[src/hw/rtl/opp_pkg.sv]
package opp_pkg;

  // Sizing
  localparam int OPP_STACK_DEPTH = 32;
  localparam int MAX_RESULTS     = 32;
  localparam int RES_W           = $clog2(MAX_RESULTS);
  localparam int TOK_W           = 5;
  localparam int KIND_W          = 3;
  localparam int RULE_W          = 5;
  localparam int SYM_W           = 5;
  localparam int NUM_TERM        = 18;

  // Stack symbol codes
  localparam logic [SYM_W-1:0] SYM_LAST_OP = 5'd10;
  localparam logic [SYM_W-1:0] SYM_LPAR    = 5'd11;
  localparam logic [SYM_W-1:0] SYM_RPAR    = 5'd12;
  localparam logic [SYM_W-1:0] SYM_OPND_LO = 5'd13;
  localparam logic [SYM_W-1:0] SYM_OPND_HI = 5'd16;
  localparam logic [SYM_W-1:0] SYM_END     = 5'd17;
  localparam logic [SYM_W-1:0] SYM_MARK    = 5'd18;
  localparam logic [SYM_W-1:0] SYM_NT      = 5'd19;

  localparam logic [RULE_W-1:0] RULE_NONE  = 5'd0;
  localparam logic [RULE_W-1:0] RULE_PAREN = 5'd12;

  typedef enum logic [KIND_W-1:0] {
    KIND_REDUCE   = 3'd0,
    KIND_SHIFT    = 3'd1,
    KIND_ACCEPT   = 3'd2,
    KIND_SYNTAX   = 3'd3,
    KIND_OVERFLOW = 3'd4
  } kind_t;

  typedef enum logic [2:0] {
    REL_LT  = 3'd0,
    REL_EQ  = 3'd1,
    REL_GT  = 3'd2,
    REL_ERR = 3'd3,
    REL_ACC = 3'd4
  } rel_t;

  // One stack entry: symbol plus the topmost terminal at or below it
  typedef struct packed {
    logic [SYM_W-1:0] sym;
    logic [SYM_W-1:0] tt;
  } ent_t;

  localparam ent_t BOTTOM_ENT = '{sym: SYM_END, tt: SYM_END};

  typedef enum logic [2:0] {
    OP_HOLD = 3'd0,
    OP_DN1  = 3'd1,
    OP_DN2  = 3'd2,
    OP_UP1  = 3'd3,
    OP_UP3  = 3'd4,
    OP_CLR  = 3'd5
  } cell_op_t;

  typedef struct packed {
    cell_op_t op;
    logic     load_en;
    ent_t     load_ent;
  } cell_ctl_t;

  // Precedence rows, first character is column 0
  localparam logic [8*NUM_TERM-1:0] ROW_A = ">>>>>>>>>>><><<<<>";
  localparam logic [8*NUM_TERM-1:0] ROW_B = "<>><<>>>>>><><<<<>";
  localparam logic [8*NUM_TERM-1:0] ROW_C = "<>><>>>>>>><><<<<>";
  localparam logic [8*NUM_TERM-1:0] ROW_D = "<<<<<>>>>>><><<<<>";
  localparam logic [8*NUM_TERM-1:0] ROW_E = "<<<<<<<<<<<<=<<<<E";
  localparam logic [8*NUM_TERM-1:0] ROW_F = ">>>>>>>>>>>E>EEEE>";
  localparam logic [8*NUM_TERM-1:0] ROW_G = "<<<<<<<<<<<<E<<<<$";

  function automatic rel_t prec_rel(input logic [SYM_W-1:0] row,
                                    input logic [SYM_W-1:0] col);
    logic [8*NUM_TERM-1:0] line;
    logic [7:0]            ch;
    rel_t                  rel;
    case (row) inside
      5'd0, 5'd3:  line = ROW_A;
      [5'd1:5'd2]: line = ROW_B;
      5'd4:        line = ROW_C;
      [5'd5:5'd10]: line = ROW_D;
      5'd11:       line = ROW_E;
      [5'd12:5'd16]: line = ROW_F;
      default:     line = ROW_G;
    endcase
    if (row > SYM_END || col > SYM_END) begin
      ch = "E";
    end else begin
      ch = line[8*(NUM_TERM-1-int'(col)) +: 8];
    end
    case (ch)
      "<":     rel = REL_LT;
      "=":     rel = REL_EQ;
      ">":     rel = REL_GT;
      "$":     rel = REL_ACC;
      default: rel = REL_ERR;
    endcase
    return rel;
  endfunction

endpackage

[src/hw/rtl/opp_cell.sv]
// One stack slot; slot 0 is the top of stack
module opp_cell import opp_pkg::*; #(
  parameter ent_t CLR_ENT = '0
) (
  input  logic      clk,
  input  logic      rst_n,
  input  cell_ctl_t ctl,
  input  ent_t      dn1,   // slot one above
  input  ent_t      dn2,   // slot two above
  input  ent_t      up1,   // slot one below
  input  ent_t      up3,   // slot three below
  output ent_t      ent
);

  ent_t ent_r;
  ent_t ent_nxt;

  // push moves entries away from the top, pop toward it
  always_comb begin
    ent_nxt = ent_r;
    if (ctl.load_en) begin
      ent_nxt = ctl.load_ent;
    end else begin
      case (ctl.op)
        OP_HOLD: ent_nxt = ent_r;
        OP_DN1:  ent_nxt = dn1;
        OP_DN2:  ent_nxt = dn2;
        OP_UP1:  ent_nxt = up1;
        OP_UP3:  ent_nxt = up3;
        OP_CLR:  ent_nxt = CLR_ENT;
        default: ent_nxt = ent_r;
      endcase
    end
  end

  always_ff @(posedge clk) begin
    if (!rst_n) begin
      ent_r <= CLR_ENT;
    end else begin
      ent_r <= ent_nxt;
    end
  end

  assign ent = ent_r;

endmodule

[config.mk]
export PLATFORM = sky130hd
export DESIGN_NAME = opp_cell
export DESIGN_NICKNAME = d
export VERILOG_FILES = /design/src/hw/rtl/opp_pkg.sv /design/src/hw/rtl/opp_cell.sv
export SDC_FILE = /design/constraint.sdc
export NUM_CORES = 1
export LEC_CHECK = 0
export ABC_AREA = 1
export BUFFER_PORTS_ARGS = -buffer_cell sky130_fd_sc_hd__buf_2
export CORE_MARGIN = 1
export CORE_UTILIZATION = 44
export DETAILED_ROUTE_END_ITERATION = 6
export GPL_ROUTABILITY_DRIVEN = 0
export PLACE_DENSITY = 0.85
export SLEW_MARGIN = 40
export SYNTH_ARGS = -nofsm -noshare
export SYNTH_HDL_FRONTEND = slang
export SYNTH_SLANG_ARGS = --single-unit
[constraint.sdc]
create_clock -name clk -period 3.3 [get_ports clk]
set_input_delay 0.165 -clock clk [delete_from_list [all_inputs] [get_ports clk]]
set_output_delay 0.165 -clock clk [all_outputs]
set_load 0.05 [all_outputs]
Word-level counts from Yosys, hierarchy flattened
Cells that the tools add are included.
Operators by class
  equal/unequal tests: 5
  reductions and logical operators: 1
  multiplexer cells: 2
Operators with widths (number)
  $pmux W10 S5: 1
  $mux W10: 1
  $eq A3 B2 Y1 const B: 2
  $eq A3 B3 Y1 const B: 2
  $reduce_bool A6 Y1: 1
  $eq A3 B1 Y1 const B: 1
Word-level totals
  input bits: 56
  output and inout port bits: 10
  word-level logic and storage cells: 10
  bits in registers: 10

Depth between registers and ports, before layout
  depth in word-level cells: 3
  mapped depth: 10
  gate-level depth less buffers: 8

Worst setup path after synthesis
No wires, ideal clock.
  kind: input -> register
  from: input ctl[13] in the netlist's numbering
  to: register ent_r, in the netlist ent[0]
  data required time: 3228 ps
  arrival time: 1198 ps
  buffers on the path: 2
  path slack: 2030 ps
  library setup time: 72 ps
  cell stages on the path: 9
  path through: inv_1 > buf_2 > ha_1 > nor2_1 > o21ai_1 > nor2_1 > buf_2 > nand2_1 > a21oi_1
On the way
  cells in the longest elaborated chain, start to end: 3
  elaborated cells between the ends (all ways): 8
  classes of those cells: eq/ne: 5; mux: 2; reduce/logical: 1
Ends and longest elaborated chain
  from (decl): RTL line opp_cell.sv:7  | input cell_ctl_t ctl,
  $eq A3 B3 Y1 (tied with other cells): RTL line opp_cell.sv:24  | case (ctl.op)
  $pmux W10 S5: RTL line opp_cell.sv:24
  $mux W10: RTL line opp_cell.sv:21  | if (ctl.load_en) begin
  to (signal assigned): RTL line opp_cell.sv:40  | ent_r <= ent_nxt;
  to (decl): RTL line opp_cell.sv:15  | ent_t ent_r;
Parallel ways exist; a longest one is shown, timed or not.
A chain may end at the register's enable or synchronous reset.

Worst setup path in the final report
  from: input ctl[13] in the netlist's numbering
  to: register ent_r, in the netlist ent[3]
The elaborated chain is that of the path after synthesis.

==> results_dict.tcl <==
set metrics [dict create \
    ys_warn_count 0 \
    pin_count_of_the_biggest_net_entering_global_routing 25 \
    synth_compound_area_frac 0.207 \
    timing.setup.tns_ps 0 \
    endpoint_kind "flop" \
    layout-drive-gt1-share 0.390 \
    critical_path.cell_chain "buf_2 > inv_1 > ha_1 > bufinv_8 > nand2_1 > nand2_1 > nand2_1 > a21oi_1" \
    power_mw 0.423 \
    wl_mm 2.75 \
    floorplan.initialDensity 0.470 \
    viasPerCell 5.41 \
    min_period_over_period 0.493 \
    critical_path.max_stage_delay_ps 600 \
    core_sq_mm 0.00198 \
    dp_worst_setup_slack_ps 1440 \
    finalClockSkew_ps 0 \
    detail-route-antenna-nets 0 \
    yosys.area_share.simple 0.423 \
    total_die_area_sq_mm 0.00231 \
    run_status "finished, final reports clean" \
    slowest_stage "sky130_fd_sc_hd__ha_1" \
    number_of_flip_flops_under_the_largest_register_name 10 \
    post_synth.cell_area_avg_sq_um 6.13 \
    report.final.slew_viol_count 0 \
    synth.distinct_cells 18 \
    wirelength_per_cell_um 11.6 \
    required_ps 3460 \
    clk_root_buffer_cell "sky130_fd_sc_hd__clkbuf_4" \
    antenna_found_initial 0 \
    synthesized_netlist_cell_count 152 \
    tritoncts "built" \
    syn_nets 209 \
    vias_in_the_first_global_route 949 \
    synth.yosys.seq_area_share 0.215 \
    netlist_area_sq_um 932 \
    net_count_reported_at_finish 268 \
    layout.cells.most_common_list "65 x sky130_fd_sc_hd__buf_2, 40 x sky130_fd_sc_hd__nand2_1, 20 x sky130_fd_sc_hd__nand4_1, 20 x sky130_fd_sc_hd__nand3_1, 20 x sky130_fd_sc_hd__a21oi_1" \
    overflow_left_after_global_routing 0 \
    pwr_density_cell_mw_per_mm2 333 \
    dpl_cell_area_sq_mm 0.00123 \
    setup_viol 0 \
    placement_rows 16 \
    count_of_input_and_output_buffers 65 \
    setup_slack_ps 1670 \
    fp.dieW_um 48.0 \
    drv_cap 0 \
    fillCellCount 190 \
    dominant_combinational_cell_family_by_area_after_synthesis "simple AND/OR/NAND/NOR gates" \
    mostFrequentLayoutCell "sky130_fd_sc_hd__buf_2" \
    clkSinkCount 10 \
    post_cts.resized_instances 0 \
    wire_length_of_the_first_global_routing_pass_mm 4.05 \
    timing.critical_path.arrival_ps 1790 \
    final_period_minus_worst_setup_slack_ps 1630 \
    synth_mux_area_frac 0 \
    timing_hold_violations_final 0 \
    dr.pass1.iters 4 \
    clock_latency_ps 270 \
    finalInstanceArea_sq_mm 0.00127 \
    dr.first_iter.drc_count 37 \
    antenna-diode-count 0 \
    rsz_0062_raised_after_global_routing "false" \
    path_max_fanout 22 \
    die_h_um 48.0 \
    number_of_h_tree_levels 1 \
    max_clk_rate_mhz 614 \
    post-route-drc-count 0 \
    yosys.area_share.xor_xnor 0 \
    post_synth_adder_cell_area 0.0134 \
    dr_total_vias 1283 \
    post_cts_setup_driven_buffer_insertion_count 0 \
    cts.path.max_buffers 2 \
    finish.utilization 0.640 \
    timing.setup.critical_path_class "primary input to flop" \
    io_pins 66 \
    leakage_nw 0.668 \
    dp_hpwl_mm 2.08 \
    tritoncts.num_buffers 3 \
    syn2layout_area_growth_pct 36.1 \
    grt_util_all_layers 0.259 \
    clk_transition_reported_paths_ps 70 \
    type_of_the_tightest_min_delay_check "primary input to flop" \
    worst_slew_margin_rel 0.609 \
    cts_hold_buf 0 \
    timing.critical_path.from_type "primary input" \
    vdd.ir_drop.worst_mv 0.256 \
    worst_path_most_repeated_cell "sky130_fd_sc_hd__nand2_1" \
    ys_seq_elements 10 \
    tightestPinTransition_ps 586 \
]
==> cells by family after synthesis <==
family | Yosys count
DFF | 10
buffers and inverters | 26
AOI/OAI and AO/OA | 31
adders and majority gates | 1
and+or+nand+nor | 84
==> path summary, 6_finish.rpt <==
path	from	endpoint	slack, ps	cells past startpoint
setup / recovery	ctl[13]	ent[3]	1670	8
hold / removal	ctl[5]	ent[5]	230	5
setup reg to reg	ent[8]	ent[8]	2660	2
hold reg to reg	ent[1]	ent[1]	460	2
==> area by class of cell <==
cell class              count  area (sq um)  share of cell area
inverters                  14          66.3              0.0523
well taps                  27          33.8              0.0266
multi-input cells         116           599               0.472
flip-flops and latches     10           200               0.158
repair buffers             66           333               0.262
clock buffers               4          36.3              0.0286
==> power by group <==
group	switching, mW	internal (mW)
combinational	0.110	0.0626
clock	0.0466	0.0672
sequential	0.00494	0.131
total	0.161	0.261
==> per-stage QoR <==
| step | instances | hold WS [ps] |
|---|---|---|
| 5_1_grt | 237 | 246 |
| 2_1_floorplan | 152 | 378 |
| 3_3_place_gp | 233 | 451 |
| 6_report | 237 | 233 |
| 4_1_cts | 237 | 235 |
| 3_5_place_dp | 233 | 453 |
==> Yosys cell counts <==
cell / number / area share
sky130_fd_sc_hd__buf_4: 1 / 0.0081
sky130_fd_sc_hd__clkinv_1: 1 / 0.0040
sky130_fd_sc_hd__buf_2: 8 / 0.043
sky130_fd_sc_hd__o21ai_1: 1 / 0.0054
sky130_fd_sc_hd__ha_1: 1 / 0.013
sky130_fd_sc_hd__nand3_1: 20 / 0.11
sky130_fd_sc_hd__nor2_1: 2 / 0.0081
sky130_fd_sc_hd__buf_6: 1 / 0.012
sky130_fd_sc_hd__inv_1: 12 / 0.048
sky130_fd_sc_hd__clkbuf_1: 2 / 0.0081
sky130_fd_sc_hd__nor3_1: 1 / 0.0054
sky130_fd_sc_hd__bufinv_8: 1 / 0.019
sky130_fd_sc_hd__nor2_2: 1 / 0.0067
sky130_fd_sc_hd__nand4_1: 20 / 0.13
sky130_fd_sc_hd__a21oi_2: 10 / 0.094
sky130_fd_sc_hd__nand2_1: 40 / 0.16
sky130_fd_sc_hd__dfxtp_1: 10 / 0.21
sky130_fd_sc_hd__a21oi_1: 20 / 0.11
==> critical path: cells and delay by family <==
kind | cells | cell delay (ps)
buffers and inverters | 3 | 790
adder cells (fa/ha/maj) | 1 | 600
AND/OR/NAND/NOR | 3 | 180
AO/OA/AOI/OAI | 1 | 50
==> routing by layer <==
layer | vias to the layer above | track usage | part of all wire
li1 | 643 | - | -
met1 | 566 | 0.287 | 0.38
met2 | 63 | 0.459 | 0.52
met3 | 11 | 0.0642 | 0.068
met4 | 0 | 0.122 | 0.026
met5 | - | 0 | 0
Power figures use the tool's default switching activity.
